`src/arxkbc_pkg.sv`:
```
package arxkbc_pkg;

   localparam int DataWidth = 8;
   localparam int WordWidth = 32;
   localparam int KeyWidth = 56;
   localparam int ModeWidth = 2;
   localparam int CsrIndexWidth = 1;
   localparam int CsrDataWidth = KeyWidth;

   localparam int WarmRounds = 8;
   localparam int WarmCountWidth = $clog2(WarmRounds + 1);

   localparam logic [7:0] SeedPad = 8'h5A;

   localparam int RotFirst = 13;
   localparam int RotSecond = 16;
   localparam int RotThird = 7;

   // register indexes on the csr port
   typedef enum logic [CsrIndexWidth-1:0] {
      CSR_CIPHER_MODE = 1'b0,
      CSR_KEY_BITS    = 1'b1
   } csr_index_type;

   typedef enum logic [ModeWidth-1:0] {
      MODE_NONE        = 2'd0,
      MODE_SINGLE_XOR  = 2'd1,
      MODE_ARX_STREAM  = 2'd2,
      MODE_UNSUPPORTED = 2'd3
   } cipher_mode_type;

   typedef struct packed {
      logic [WordWidth-1:0] word_a;
      logic [WordWidth-1:0] word_b;
   } mix_pair_type;

   function automatic logic [WordWidth-1:0] rot_left(
      input logic [WordWidth-1:0] value,
      input int unsigned          shift
   );
      rot_left = (value << shift) | (value >> (WordWidth - shift));
   endfunction

   // one add-rotate-xor round: two adds in series, rotates are wiring
   function automatic mix_pair_type arx_round(input mix_pair_type pair);
      logic [WordWidth-1:0] a_sum;
      logic [WordWidth-1:0] b_mix;
      logic [WordWidth-1:0] a_rot;
      mix_pair_type         result;
      a_sum = pair.word_a + pair.word_b;
      b_mix = rot_left(pair.word_b, RotFirst) ^ a_sum;
      a_rot = rot_left(a_sum, RotSecond);
      result.word_b = b_mix + a_rot;
      result.word_a = rot_left(a_rot, RotThird);
      arx_round = result;
   endfunction

   // unwarmed seed taken straight from the key
   function automatic mix_pair_type seed_from_key(input logic [KeyWidth-1:0] key);
      mix_pair_type result;
      result.word_a = key[WordWidth-1:0];
      result.word_b = {SeedPad, key[KeyWidth-1:WordWidth]};
      seed_from_key = result;
   endfunction

endpackage

```
`src/arxkbc_req_if.sv`:
```
interface arxkbc_req_if;
   import arxkbc_pkg::*;

   logic                 valid;
   logic                 ready;
   logic [DataWidth-1:0] data_in;
   logic                 last_of_buffer;

   modport source (output valid, output data_in, output last_of_buffer, input ready);
   modport sink (input valid, input data_in, input last_of_buffer, output ready);

endinterface

```
`src/arxkbc_rsp_if.sv`:
```
interface arxkbc_rsp_if;
   import arxkbc_pkg::*;

   logic                 valid;
   logic                 ready;
   logic [DataWidth-1:0] data_out;
   logic                 mode_error;

   modport source (output valid, output data_out, output mode_error, input ready);
   modport sink (input valid, input data_out, input mode_error, output ready);

endinterface

```
`src/arx_keystream_byte_cipher_unit.sv`:
```
// Byte-stream cipher, one request byte in and one response byte out per clock. Mode 0 passes
// the byte, mode 1 xors it with key byte 0, mode 2 xors it with the low byte of word b of a
// two-word add-rotate-xor generator that steps once per mode-2 byte, and mode 3 passes the
// byte and raises mode_error. Each buffer (closed by last_of_buffer) restarts the generator
// from a warmed seed: the key with 0x5A on top, run through eight rounds. That seed is built
// in the background by a one-round-per-clock warm-up unit, so after reset and after every key
// write req_ready stays low until the count runs out; otherwise a request is taken every clock
// and its response is in an output register the cycle after; req_ready follows rsp_ready so a
// stalled response holds the input side. Config must be written only while idle, which is not
// enforced; the mode is sampled per request; a new key seeds mode 2 at the next buffer start.
module arx_keystream_byte_cipher_unit (
   input  logic                                clock,
   input  logic                                reset,
   input  logic                                csr_write,
   input  logic [arxkbc_pkg::CsrIndexWidth-1:0] csr_index,
   input  logic [arxkbc_pkg::CsrDataWidth-1:0]  csr_data,
   arxkbc_req_if.sink                          req_if,
   arxkbc_rsp_if.source                        rsp_if
);
   import arxkbc_pkg::*;

   // config registers
   cipher_mode_type       mode_ff;
   logic [KeyWidth-1:0]   key_ff;

   // background seed warm-up
   mix_pair_type              seed_ff;
   mix_pair_type              seed_in;
   logic [WarmCountWidth-1:0] warm_count_ff;
   logic [WarmCountWidth-1:0] warm_count_in;
   logic                      seed_ready;

   // keystream state
   mix_pair_type mix_ff;
   mix_pair_type mix_in;
   logic         mid_buffer_ff;
   logic         mid_buffer_in;
   mix_pair_type mix_start;
   mix_pair_type mix_stepped;

   // response register
   logic                 rsp_valid_ff;
   logic                 rsp_valid_in;
   logic [DataWidth-1:0] data_out_ff;
   logic [DataWidth-1:0] data_out_in;
   logic                 mode_error_ff;
   logic                 mode_error_in;

   logic req_accept;
   logic key_write;

   assign key_write = csr_write && (csr_index_type'(csr_index) == CSR_KEY_BITS);

   always_ff @(posedge clock) begin
      if (reset) begin
         mode_ff <= MODE_NONE;
         key_ff  <= '0;
      end else if (csr_write) begin
         unique case (csr_index_type'(csr_index))
            CSR_CIPHER_MODE: mode_ff <= cipher_mode_type'(csr_data[ModeWidth-1:0]);
            CSR_KEY_BITS:    key_ff  <= csr_data[KeyWidth-1:0];
            default: ;
         endcase
      end
   end

   // warm-up: load from the key, then one round per clock until the count runs out
   assign seed_ready = (warm_count_ff == '0);

   always_comb begin
      seed_in       = seed_ff;
      warm_count_in = warm_count_ff;
      priority if (key_write) begin
         seed_in       = seed_from_key(csr_data[KeyWidth-1:0]);
         warm_count_in = WarmCountWidth'(WarmRounds);
      end else if (!seed_ready) begin
         seed_in       = arx_round(seed_ff);
         warm_count_in = warm_count_ff - WarmCountWidth'(1);
      end else begin
         // seed warm, hold it
         seed_in       = seed_ff;
         warm_count_in = warm_count_ff;
      end
   end

   always_ff @(posedge clock) begin
      if (reset) begin
         // key resets to zero, so warm up the zero-key seed
         seed_ff       <= seed_from_key('0);
         warm_count_ff <= WarmCountWidth'(WarmRounds);
      end else begin
         seed_ff       <= seed_in;
         warm_count_ff <= warm_count_in;
      end
   end

   // take a request when the seed is warm and the response slot frees up this cycle
   assign req_if.ready = seed_ready && (!rsp_valid_ff || rsp_if.ready);
   assign req_accept   = req_if.valid && req_if.ready;

   // a buffer start swaps in the warmed seed before any step
   assign mix_start   = mid_buffer_ff ? mix_ff : seed_ff;
   assign mix_stepped = arx_round(mix_start);

   always_comb begin
      mix_in        = mix_start;
      data_out_in   = req_if.data_in;
      mode_error_in = 1'b0;
      unique case (mode_ff)
         MODE_NONE: ;
         MODE_SINGLE_XOR: begin
            data_out_in = req_if.data_in ^ key_ff[DataWidth-1:0];
         end
         MODE_ARX_STREAM: begin
            mix_in      = mix_stepped;
            data_out_in = req_if.data_in ^ mix_stepped.word_b[DataWidth-1:0];
         end
         MODE_UNSUPPORTED: begin
            mode_error_in = 1'b1;
         end
         default: ;
      endcase
      mid_buffer_in = !req_if.last_of_buffer;
   end

   always_ff @(posedge clock) begin
      if (reset) begin
         mix_ff        <= '0;
         mid_buffer_ff <= 1'b0;
      end else if (req_accept) begin
         mix_ff        <= mix_in;
         mid_buffer_ff <= mid_buffer_in;
      end
   end

   // output register
   always_comb begin
      rsp_valid_in = rsp_valid_ff;
      if (req_accept) begin
         rsp_valid_in = 1'b1;
      end else if (rsp_if.ready) begin
         rsp_valid_in = 1'b0;
      end
   end

   always_ff @(posedge clock) begin
      if (reset) begin
         rsp_valid_ff <= 1'b0;
      end else begin
         rsp_valid_ff <= rsp_valid_in;
      end
   end

   always_ff @(posedge clock) begin
      if (req_accept) begin
         data_out_ff   <= data_out_in;
         mode_error_ff <= mode_error_in;
      end
   end

   assign rsp_if.valid      = rsp_valid_ff;
   assign rsp_if.data_out   = data_out_ff;
   assign rsp_if.mode_error = mode_error_ff;

endmodule
```
`src/flat_wrapper.sv`:
```
// flat-port wrapper written by rule: the top's interface ports become plain ports
module arx_keystream_byte_cipher_unit_flat import arxkbc_pkg::*;
  (clock, reset, csr_write, csr_index, csr_data, req_if_valid, req_if_data_in, req_if_last_of_buffer, req_if_ready, rsp_if_valid, rsp_if_data_out, rsp_if_mode_error, rsp_if_ready);
  arxkbc_req_if req_if_i ();
  arxkbc_rsp_if rsp_if_i ();
  input  logic clock;
  input  logic reset;
  input  logic csr_write;
  input  logic [arxkbc_pkg::CsrIndexWidth-1:0] csr_index;
  input  logic [arxkbc_pkg::CsrDataWidth-1:0] csr_data;
  input wire logic [$bits(req_if_i.valid)-1:0] req_if_valid;
  input wire logic [$bits(req_if_i.data_in)-1:0] req_if_data_in;
  input wire logic [$bits(req_if_i.last_of_buffer)-1:0] req_if_last_of_buffer;
  output wire logic [$bits(req_if_i.ready)-1:0] req_if_ready;
  output wire logic [$bits(rsp_if_i.valid)-1:0] rsp_if_valid;
  output wire logic [$bits(rsp_if_i.data_out)-1:0] rsp_if_data_out;
  output wire logic [$bits(rsp_if_i.mode_error)-1:0] rsp_if_mode_error;
  input wire logic [$bits(rsp_if_i.ready)-1:0] rsp_if_ready;
  assign req_if_i.valid = req_if_valid;
  assign req_if_i.data_in = req_if_data_in;
  assign req_if_i.last_of_buffer = req_if_last_of_buffer;
  assign req_if_ready = req_if_i.ready;
  assign rsp_if_valid = rsp_if_i.valid;
  assign rsp_if_data_out = rsp_if_i.data_out;
  assign rsp_if_mode_error = rsp_if_i.mode_error;
  assign rsp_if_i.ready = rsp_if_ready;
  arx_keystream_byte_cipher_unit u_core (.clock(clock), .reset(reset), .csr_write(csr_write), .csr_index(csr_index), .csr_data(csr_data), .req_if(req_if_i), .rsp_if(rsp_if_i));
endmodule
```
`config.mk`:
```
export PLATFORM = sky130hd
export DESIGN_NAME = arx_keystream_byte_cipher_unit_flat
export DESIGN_NICKNAME = d
export VERILOG_FILES = /design/src/arxkbc_pkg.sv /design/src/arxkbc_req_if.sv /design/src/arxkbc_rsp_if.sv /design/src/arx_keystream_byte_cipher_unit.sv /design/src/flat_wrapper.sv
export SDC_FILE = /design/constraint.sdc
export NUM_CORES = 1
export LEC_CHECK = 0
export ABC_AREA = 1
export ABC_CLOCK_PERIOD_IN_PS = 8500
export BUFFER_PORTS_ARGS = -buffer_cell sky130_fd_sc_hd__buf_2
export CAP_MARGIN = 25
export CORE_AREA = 2 2 198 200
export CTS_CLUSTER_DIAMETER = 40
export CTS_CLUSTER_SIZE = 14
export DETAILED_ROUTE_END_ITERATION = 10
export DIE_AREA = 0 0 200 202
export PLACE_DENSITY_LB_ADDON = 0.08
export SLEW_MARGIN = 10
export SYNTH_ARGS = -nofsm -noshare
export SYNTH_HDL_FRONTEND = slang
export SYNTH_SLANG_ARGS = --single-unit
export TNS_END_PERCENT = 10
```
`constraint.sdc`:
```
create_clock -name clock -period 8.5 [get_ports clock]
set_input_delay 0.85 -clock clock [delete_from_list [all_inputs] [get_ports clock]]
set_output_delay 0.85 -clock clock [all_outputs]
set_load 0.02 [all_outputs]
```
==> flow_summary.yaml <==
status:
  status: "finished, final reports clean"
setup_path:
  endpoint_kind: "register"
  cpPeakStageDelay_ns: 0.56
  critical_path_class: "reg -> reg"
  cp.arrival_ns: 6.37
  crit_required_ns: 8.83
  cp_common_cell: "nand2_1"
  critPathLaunchType: "register"
  crit_fanout: 25
  crit_path_start: "u_core.mid_buffer_ff$_SDFFE_PP0P_"
  rr_startpoint: "u_core.mid_buffer_ff$_SDFFE_PP0P_"
  critPathSlowestCell: "fa_1"
synth:
  synth_top_flop_cell: "dfxtp_1"
  netlist-cell-type-count: 52
  synth-async-reset-ratio: 0
  synth_area_mm2: 0.0166
  syn_inst: 2859
  syn_nets: 3053
  synth_seq_cells: 153
  synth.avg_cell_area_um2: 5.81
  synth_edf_count: 9
  yosys_warnings: 0
  synth-seq-area-share: 0.190
floorplanning:
  die_w_um: 200
  dieArea_mm2: 0.0404
  core-area_mm2: 0.0383
  io_pins: 82
  rows: 72
  start_util: 0.434
  die_h_um: 202
drt:
  drt_pass1_iterations: 6
  wire_per_inst_um: 22.4
  drc: 0
  vias: 19300
  vias_per_cell: 5.62
  routed_wirelength_um: 77100
  drtIter0Drc: 1768
  ant_nets: 0
finish:
  fin_nets: 3099
  area_delta_synth_final_pct: 9.21
  multi_input_area_mm2: 0.0118
  seq_area_mm2: 0.00315
  final_common_cell: "nand2_1"
  final_cell_mix: "962 x nand2_1, 363 x inv_1, 237 x a21oi_1"
  drive_gt1_frac: 0.0936
  num-fill-cells: 4287
  finish.utilization: 0.474
  final_cells: 3437
clock_tree:
  clk_latency_ns: 0.47
  htree_levels: 4
  cts_sinks: 153
  cts_resized: 0
  cts.clk_slew.worst_paths_ns: 0.08
  cts_setup_buffers: 0
  holdBufCountCts: 0
  cts_buffers: 17
  cts_tree: "done"
  clock_path_buffers: 2
  clock-root-buffer: "clkbuf_16"
sta:
  fin_crit_sh: 0.710
  fin_crit_ns: 6.04
  worst_pin_slew_ns: 1.03
  report.final.slew_viol_count: 0
  fmax_mhz: 166
  setup_viol: 0
  setup_tns_ns: 0
  rsz0062_at_grt: "no"
  slew_headroom: 0.304
  finalHoldViolCount: 0
  fin_skew_ns: 0.0304
place:
  gp_congestion: 1.05
  hpwl_um: 63600
  io_buffers: 81
  place_inst: 3404
flow_run:
  max-cap-violations: 0
global_routing:
  grt_util_all_layers: 0.384
  antenna_found_initial: 3
  grt_pass1_vias: 18500
  grt_pass1_wl_um: 114000
  grt_overflow_total: 0
  grt_max_degree: 88
min_path:
  min_from: "u_core.mix_ff[53]$_SDFFE_PP0P_"
  holdCritPathClass: "reg -> reg"
-- cell families after synthesis --
family	count (synthesis)	share of synthesized area
and+or+nand+nor	1498	0.384
AOI/OAI and AO/OA	525	0.171
buffers and inverters	456	0.103
DFF	153	0.190
adders and majority gates	123	0.0939
xor gates and xnor gates	103	0.0569
muxes	1	0.000602
-- routing by layer --
layer	routed length, um	track usage	vias to the layer above	part of all wire
met1	31000	0.465	8929	0.40
met4	5500	0.233	2	0.071
met3	5240	0.0619	214	0.068
met5	13	0	-	0.00017
li1	-	-	9349	-
met2	35400	0.635	808	0.46
-- final cells by class --
| type | instances | area share |
|---|---|---|
| Multi-Input combinational cell | 2250 | 0.649 |
| Sequential cell | 153 | 0.174 |
| Inverter | 384 | 0.0794 |
| Tap cell | 518 | 0.0357 |
| Timing Repair Buffer | 99 | 0.0299 |
| Clock buffer | 18 | 0.0236 |
| Clock inverter | 14 | 0.00875 |
| Antenna cell | 1 | 0.000138 |
-- cell usage after synthesis, types with 4 or more instances --
library cell    n  area share
a211oi_1        4      0.0018
a21o_1          6      0.0027
a21oi_1       237       0.071
a21oi_2         5      0.0026
a22o_1          7      0.0037
a31oi_1        58       0.022
and2_1          5      0.0019
buf_1           4     0.00090
clkbuf_1       65       0.015
dfxtp_1       144        0.17
edfxtp_1        9       0.016
ha_1          120       0.090
inv_1         365       0.082
inv_2          17      0.0038
nand2_1       963        0.22
nand2_2        53       0.020
nand3_1       178       0.054
nand3_2        17       0.010
nand3b_1       16      0.0072
nand4_1        31       0.012
nor2_1        165       0.037
nor2_2         12      0.0045
nor3_1         25      0.0075
o21a_1          8      0.0036
o21ai_0       161       0.048
o21ai_1        16      0.0048
o22ai_1         9      0.0034
or2_2          25      0.0094
xnor2_1        32       0.017
xor2_1         67       0.035
-- worst paths after layout --
path         slack (ns)                        endpoint  cells past startpoint
max                2.46  u_core.mix_ff[18]$_SDFFE_PP0P_                     32
min                0.46  u_core.mix_ff[53]$_SDFFE_PP0P_                      2
max reg2reg        2.46  u_core.mix_ff[18]$_SDFFE_PP0P_                     32
min reg2reg        0.46  u_core.mix_ff[53]$_SDFFE_PP0P_                      2
-- through the flow --
step	hold slack [ns]	instance area, um^2	setup slack [ns]
floorplan	0.441	16600	3.77
global placement	0.449	17600	2.59
detailed placement	0.454	17600	2.58
CTS	0.464	18100	2.54
global route	0.486	18100	2.00
finish	0.464	18200	2.46
-- worst max-delay path, delay by kind of cell (launching register included) --
kind	cells	cell delay, ns
simple gates	19	2.08
fa+ha+maj	4	1.65
compound gates	6	1.11
buf+inv	2	0.49
flops	1	0.32
xor+xnor	1	0.24
-- sequential cells by signal (all words and copies together) (netlist names) --
register,cells
u_core.mode_ff,2
u_core.rsp_if.data_out,8
u_core.key_ff,8
u_core.rsp_if.valid,1
u_core.mid_buffer_ff,1
u_core.rsp_if.mode_error,1
u_core.seed_ff,64
u_core.mix_ff,64
u_core.warm_count_ff,4
Power is not shown: default switching activity piles up to over one toggle a cycle in this logic, so the estimate is an artifact.
